==> src/rtl/core/integer_matrix_multiply_macros.svh <==
// Assertion macros shared by the matrix multiply RTL.
// Included by files that carry concurrent checks; no other dependencies.
`ifndef INTEGER_MATRIX_MULTIPLY_MACROS_SVH
`define INTEGER_MATRIX_MULTIPLY_MACROS_SVH

// same-cycle implication
`define IMM_ASSERT_NOW(label, clk, rst, ante, cons, msg) \
  label: assert property (@(posedge clk) disable iff (rst) (ante) |-> (cons)) \
    else $error(msg);

// next-cycle implication
`define IMM_ASSERT_NEXT(label, clk, rst, ante, cons, msg) \
  label: assert property (@(posedge clk) disable iff (rst) (ante) |=> (cons)) \
    else $error(msg);

`endif

==> src/rtl/core/imm_pkg.sv <==
// Shared types and constants for the integer matrix multiply block.
// No dependencies; compiled first.
package imm_pkg;

  localparam int MAX_DIM   = 32;
  localparam int VALUE_W   = 32;
  localparam int CFG_W     = 6;
  localparam int IDX_W     = $clog2(MAX_DIM);
  localparam int ACT_W     = 2;
  localparam int REG_SEL_W = 2;
  localparam int DIM_RESET = 32;

  typedef enum logic [ACT_W-1:0] {
    ACT_WRITE_A = 2'd0,
    ACT_WRITE_B = 2'd1,
    ACT_READ    = 2'd2
  } action_t;

  typedef enum logic [REG_SEL_W-1:0] {
    REG_ROWS_A    = 2'd0,
    REG_INNER_DIM = 2'd1,
    REG_COLS_B    = 2'd2
  } reg_sel_t;

  typedef enum logic [1:0] {
    ST_IDLE,
    ST_RUN,
    ST_DRAIN,
    ST_DONE
  } state_t;

  typedef struct packed {
    logic accept;
    logic start;
    logic step;
    logic load_result;
  } ctl_cmd_t;

  typedef struct packed {
    logic is_read;
    logic range_err;
    logic kd_zero;
    logic last_step;
    logic busy;
    logic out_full;
  } ctl_sts_t;

endpackage

==> src/rtl/core/imm_controller.sv <==
// Controller FSM: accepts items, sequences the dot-product walk, loads result.
// Depends on imm_pkg.
`include "integer_matrix_multiply_macros.svh"

module imm_controller import imm_pkg::*; (
  input  logic     clk,
  input  logic     rst,
  input  logic     item_valid,
  output logic     item_ready,
  input  ctl_sts_t sts,
  output ctl_cmd_t cmd
);

  state_t state;
  state_t state_next;

  always_ff @(posedge clk) begin
    if (rst) begin
      state <= ST_IDLE;
    end else begin
      state <= state_next;
    end
  end

  always_comb begin
    state_next      = state;
    item_ready      = 1'b0;
    cmd.accept      = 1'b0;
    cmd.start       = 1'b0;
    cmd.step        = 1'b0;
    cmd.load_result = 1'b0;
    case (state)
      ST_IDLE: begin
        item_ready = 1'b1;
        if (item_valid) begin
          cmd.accept = 1'b1;
          if (sts.is_read) begin
            cmd.start = 1'b1;
            if (sts.range_err) begin
              state_next = ST_DONE;
            end else if (sts.kd_zero) begin
              state_next = ST_DRAIN;
            end else begin
              state_next = ST_RUN;
            end
          end
        end
      end
      ST_RUN: begin
        cmd.step = 1'b1;
        if (sts.last_step) begin
          state_next = ST_DRAIN;
        end
      end
      ST_DRAIN: begin
        if (!sts.busy) begin
          state_next = ST_DONE;
        end
      end
      ST_DONE: begin
        if (!sts.out_full) begin
          cmd.load_result = 1'b1;
          state_next      = ST_IDLE;
        end
      end
      default: begin
        state_next = ST_IDLE;
      end
    endcase
  end

  `IMM_ASSERT_NOW(a_ready_quiet, clk, rst, item_ready, !sts.busy, "item taken while pipe busy")
  `IMM_ASSERT_NOW(a_load_free, clk, rst, cmd.load_result, !sts.out_full, "result overwritten")
  `IMM_ASSERT_NOW(a_load_drained, clk, rst, cmd.load_result, !sts.busy, "result loaded before pipe drained")

endmodule
==> config.mk <==
export PLATFORM = sky130hd
export DESIGN_NAME = imm_controller
export DESIGN_NICKNAME = d
export VERILOG_FILES = /design/src/rtl/core/imm_pkg.sv /design/src/rtl/core/imm_controller.sv
export VERILOG_INCLUDE_DIRS = /design/src /design/src/rtl/core
export SDC_FILE = /design/constraint.sdc
export NUM_CORES = 1
export LEC_CHECK = 0
export BUFFER_PORTS_ARGS = -buffer_cell sky130_fd_sc_hd__buf_2
export CAP_MARGIN = 20
export CORE_AREA = 2 2 39 41
export CTS_CLUSTER_DIAMETER = 200
export DETAILED_ROUTE_END_ITERATION = 8
export DIE_AREA = 0 0 41 43
export GPL_TIMING_DRIVEN = 0
export PLACE_DENSITY = 0.52
export SYNTH_ARGS = -nofsm -noshare
export SYNTH_HDL_FRONTEND = slang
export SYNTH_SLANG_ARGS = --single-unit
==> constraint.sdc <==
create_clock -name clk -period 1.3 [get_ports clk]
set_input_delay 0.195 -clock clk [delete_from_list [all_inputs] [get_ports clk]]
set_output_delay 0.195 -clock clk [all_outputs]
set_load 0.05 [all_outputs]
==> run metrics, run 1 <==
outcome finished with violations; failing checks setup timing; R2R Path End state[0]$_SDFFE_PP0P_; synthesized flop and latch total 2; Slew HR 0.8265; global-route wire length before repair 828 um; Worst Path Required 1110 ps; GPL Wtd Cong 0.6161; synth warn 0; Unique masters post-synth 14; termination of the worst setup path cmd[2]; clk slew on worst S/H paths 30 ps; Max Root-Sink Buffers 2; Layout Skew 9.277 ps; drt total wl 573 um; clock period minus worst slack 1320 ps; Antenna Nets Post-Route 0; IO Port Bufs 13; largest net degree at the start of global routing 5; initial cell density of the core 0.1718; Clk pwr share 0.129; row count 14; Reg2Reg Depth 5; commonest non-fill, non-tap cell in the layout buf_2; R2R Setup Slk -10 ps; Max FO, Critical Path 4; Hold Path Class in -> reg; TritonCTS clock tree yes; drt via density 4.015; commonest cells after routing, fill and taps aside buf_2 (8), buf_4 (6), clkbuf_4 (4); Setup crit end kind primary output; Die Y 43 um; Reg2Reg Launch Point state[0]$_SDFFE_PP0P_; # setup viols final 3; Reg power frac 0.129; Finished Layout Cells 65; nets 64; post-synth top area cell ha_1; Comb power frac 0.742; CP Cell Sequence inv_4 -> ha_4 -> and3_4 -> buf_8; placed insts 55; switching fraction of total power 0.4488; registers with the most flip-flops state (2); Setup WS post-layout -20.40 ps; DRC Markers 0; Detailed Route Iter0 Violations 2; Tightest Pin Transition 260.3 ps; CP startpoint state[1]$_SDFFE_PP0P_; internal power 0.0006587 W; clock net sink count 2; Max VDD drop 0.001058 V; Post-Syn Instances 26; PwrDens 2431 nW/um2; Tot Pwr 0.001195 W; die area 1763 um2; final worst path period share 1.016; Top reg by flops state; CP max-delay cell dfxtp_4; IO Count 14; post-detail-place hpwl 402.9 um; Area contributors post-synth ha_1 (26%), dfxtp_1 (17%), a221oi_4 (11%), mux2i_1 (8.4%), inv_1 (6.3%); layout cells sized above 1 0.6939; die width 41 um; Clock Latency Late Sink 230 ps; Synth Cell Area 237.7 um2; total grt overflow 0; Largest stage delay, worst path 360 ps; Final Max Slew Viols 0; Mapped Nets 40; area of the core 1384 um2; Synth top area share 0.2632; sequential-to-total area share from yosys stat 0.1684; Setup crit start kind flop; initial antenna violation count 0; average size of a mapped cell 9.143 um2; MaxCap Viol Count 0; Worst Path Class, Setup reg -> out; First-pass DRT Iterations 3; Psw 0.0005364 W; P_leak 0.2285 nW; Worst EP arrival 1130 ps; H-tree lvl count 1; RSZ-0062 raised after global routing true; number of global-route vias before repair 219; final-report hold violation count 0; Max Fclk 757.3 MHz; via count 261; Layout area overhead 106.8%; overall track demand over capacity in global routing 0.06907; number of diodes 0; CTS Buf Count 3; CTS Root Cell clkbuf_4; drt wl/cell 8.815 um; max FFs per register 2
==> critical path: cells and delay by family, from the launching register on <==
kind / cells / cell delay (ps)
DFF: 1 / 360
and+or+nand+nor: 1 / 180
buffers and inverters: 2 / 220
adders and majority gates: 1 / 150
==> metrics by stage <==
stage          area (um2)  worst slack, ps  hold WS [ps]  TNS [ps]    util
6_report            491.7           -20.40         278.3    -43.49  0.3553
5_1_grt             491.7           -75.52         285.8    -252.1  0.3553
4_1_cts             478.0           -24.80         268.8    -73.60  0.3454
3_5_place_dp        371.6           -71.62         512.7    -136.6  0.2685
3_3_place_gp        371.6           -69.74         510.7    -133.2  0.2685
2_1_floorplan       286.5            14.04         364.7         0       -
==> power by group through the flow <==
stage               clock network (W)  registers [W]  logic, W
floorplan                           0       0.000139  0.000596
global placement                    0       0.000147  0.000669
detailed placement                  0       0.000148  0.000672
CTS                          0.000161       0.000153  0.000850
global route                 0.000173       0.000155  0.000970
finish                       0.000154       0.000154  0.000887
==> Yosys cell counts, drive strengths merged <==
| cell type | count |
|---|---|
| a211o | 1 |
| a221oi | 1 |
| a22o | 1 |
| a311o | 1 |
| and2 | 1 |
| and3 | 1 |
| dfxtp | 2 |
| ha | 5 |
| inv | 4 |
| mux2i | 2 |
| nand2 | 1 |
| nand2b | 2 |
| nor2 | 3 |
| nor2b | 1 |
==> repair_timing <==
item | 4_1_cts | 5_1_grt
resized for setup | 15 | 2
setup buffers | 5 | 1
setup endpoints to repair | 7 | 7
pin swaps | 5 | 0
hold buffers | 0 | 0
==> worst min path at each step <==
stage / startpoint / end / cells past startpoint
after floorplan: rst / state[0]$_SDFFE_PP0P_ / 2
after global placement: rst / state[0]$_SDFFE_PP0P_ / 3
after detailed placement: rst / state[1]$_SDFFE_PP0P_ / 3
after CTS: rst / state[1]$_SDFFE_PP0P_ / 3
after global routing: rst / state[0]$_SDFFE_PP0P_ / 3
final: rst / state[1]$_SDFFE_PP0P_ / 3
==> cells by family after synthesis <==
group,after synthesis,synth area share
AOI/OAI and AO/OA,4,0.2264
adders and majority gates,5,0.2632
buffers and inverters,4,0.06314
DFF,2,0.1684
muxes,2,0.08421
and+or+nand+nor,9,0.1948
==> final cells by class <==
| cell class | count | area [um2] |
|---|---|---|
| Fill cell | 142 | 892.1 |
| Timing Repair Buffer | 19 | 145.1 |
| Multi-Input combinational cell | 20 | 232.7 |
| Tap cell | 16 | 20.02 |
| Sequential cell | 2 | 47.55 |
| Inverter | 4 | 20.02 |
| Clock buffer | 4 | 26.28 |
==> routing by layer <==
layer / global-route usage / part of all wire
met5: 0 / 0
met4: 0.04000 / 0.017
met3: 0.03141 / 0.11
met2: 0.09688 / 0.39
met1: 0.08280 / 0.48
Note: power is estimated with default switching activity, not from simulation.
==> run 2, diff against run 1 <==
CTS_BUF_LIST = sky130_fd_sc_hd__clkbuf_4 sky130_fd_sc_hd__clkbuf_8   (was default)
PLACE_DENSITY = 0.51   (was 0.52)
clock period = 1.68 ns   (was 1.3 ns; I/O delays follow)
==> run metrics, run 2 (same netlist as run 1, synthesis figures left out) <==
outcome completed; via count 231 (-11%); die area 1763 um2 (unchanged); Max Fclk 643.8 MHz; number of diodes 0 (unchanged); Slew HR 0.8232 (-0.003279); RSZ-0062 raised after global routing false; Crit path max-delay family buffers and inverters; GPL Wtd Cong 0.6348 (+3.0%); registers with the most flip-flops state (2); post-detail-place hpwl 453.9 um (+13%); Reg2Reg Launch Point state[0]$_SDFFE_PP0P_; worst hold path startpoint rst; initial antenna violation count 0 (unchanged); Layout Skew 1.305 ps (-7.972 ps); area of the core 1384 um2 (unchanged); clock net sink count 2 (unchanged); layout cells sized above 1 0.4286 (-0.2653); global-route wire length before repair 890 um (+7.5%); CTS Root Cell clkbuf_4; Hold Path Stages 3 (unchanged); Setup crit end kind primary output; die width 41 um (unchanged); Detailed Route Iter0 Violations 2 (unchanged); sum of negative setup slack 0 ps (+43.49 ps); largest net degree at the start of global routing 5 (unchanged); CP max-delay cell dfxtp_1; commonest cells after routing, fill and taps aside buf_2 (13), inv_1 (4), ha_1 (4); placed insts 55 (unchanged); IO Count 14 (unchanged); R2R Path End state[1]$_SDFFE_PP0P_; Final Max Slew Viols 0 (unchanged); nets 58 (-9.4%); CP startpoint state[0]$_SDFFE_PP0P_; number of global-route vias before repair 234 (+6.8%); Tightest Pin Transition 265.2 ps (+4.918 ps); Buf/Inv on CP 2 (unchanged); R2R Setup Slk 220 ps (+230 ps); Worst EP arrival 1300 ps (+170 ps); Hold Path Class in -> reg; Clock Latency Late Sink 220 ps (about the same); PwrDens 1884 nW/um2 (-22%); design area 347.8 um2 (-29%); Worst Hold End state[1]$_SDFFE_PP0P_; Largest stage delay, worst path 330 ps (-30 ps); commonest non-fill, non-tap cell in the layout buf_2; final-report hold violation count 0 (unchanged); P_leak 0.1854 nW (-19%); total grt overflow 0 (unchanged); # setup viols final 0 (-3); clk slew on worst S/H paths 30 ps (about the same); Layout area overhead 46.32%; Max Root-Sink Buffers 2 (unchanged); drt wl/cell 8.983 um (+1.9%); IO Port Bufs 13 (unchanged); drt via density 3.983 (-0.81%); final worst path period share 0.9246; CP Cell Sequence inv_1 -> ha_2 -> and3_1 -> buf_2; Finished Layout Cells 58 (-11%); Worst Path Class, Setup reg -> out; TritonCTS clock tree yes; CTS Buf Count 3 (unchanged); row count 14 (unchanged); Setup crit start kind flop; Max VDD drop 0.0005074 V (-52%); MaxCap Viol Count 0 (unchanged); overall track demand over capacity in global routing 0.07500 (+0.005931); clock period minus worst slack 1553 ps; Worst Path Required 1430 ps (+320 ps); Max FO, Critical Path 4 (unchanged); Top reg by flops state; DRC Markers 0 (unchanged); Die Y 43 um (unchanged); setup bufs post-CTS 0 (-5); drt total wl 521 um (-9.1%); Antenna Nets Post-Route 0 (unchanged); max FFs per register 2 (unchanged); Reg2Reg Depth 5 (unchanged); post-CTS sizing 0 (-15); H-tree lvl count 1 (unchanged); initial cell density of the core 0.1718 (unchanged); First-pass DRT Iterations 2 (-1); CTS Hold Bufs 0 (unchanged); placed cell area 325.3 um2 (-12%); Final Util 0.2514 (-0.1040)
## run 2: final cells by class
cell class / count / area, um2
Multi-Input combinational cell: 20 / 185.2
Tap cell: 16 / 20.02
Sequential cell: 2 / 40.04
Timing Repair Buffer: 13 / 65.06
Clock buffer: 3 / 22.52
Inverter: 4 / 15.01
Fill cell: 161 / 1036
## run 2: worst min-delay path, cell delays in order
cell and delay (ps):
buf_2 100, a211o_1 100, mux2i_1 60
## run 2: report_power, final
part	internal, W	switching [W]	total [W]	leakage, nW
Sequential	0.0000693	0.0000219	0.0000913	0.0166
Clock	0.0000787	0.0000262	0.000105	0.0138
Combinational	0.000166	0.000294	0.000459	0.155
## run 2: how the worst max path moves through the flow
stage,endpoint,cells after the start
6_report,cmd[2],4
4_1_cts,cmd[2],4
5_1_grt,cmd[2],4
3_5_place_dp,state[0]$_SDFFE_PP0P_,5
2_1_floorplan,cmd[2],3
3_3_place_gp,state[1]$_SDFFE_PP0P_,5
## run 2: per-stage QoR
| step | hold WS (ps) | worst slack, ps | power [W] |
|---|---|---|---|
| final | 347.4 | 126.6 | 0.0006555 |
| after global routing | 367.3 | 40.36 | 0.0007210 |
| after CTS | 344.8 | 96.51 | 0.0006738 |
| after detailed placement | 517.3 | 193.2 | 0.0005603 |
| after global placement | 516.3 | 217.6 | 0.0005484 |
| after floorplan | 426.5 | 114.3 | 0.0004754 |
## run 2: routing by layer
metal  share of wire  vias up  GRT usage
li1                -      121          -
met4               0        0    0.02000
met1            0.39       99    0.06984
met3            0.12        0    0.05236
met2            0.49       11     0.1250
met5               0        -          0
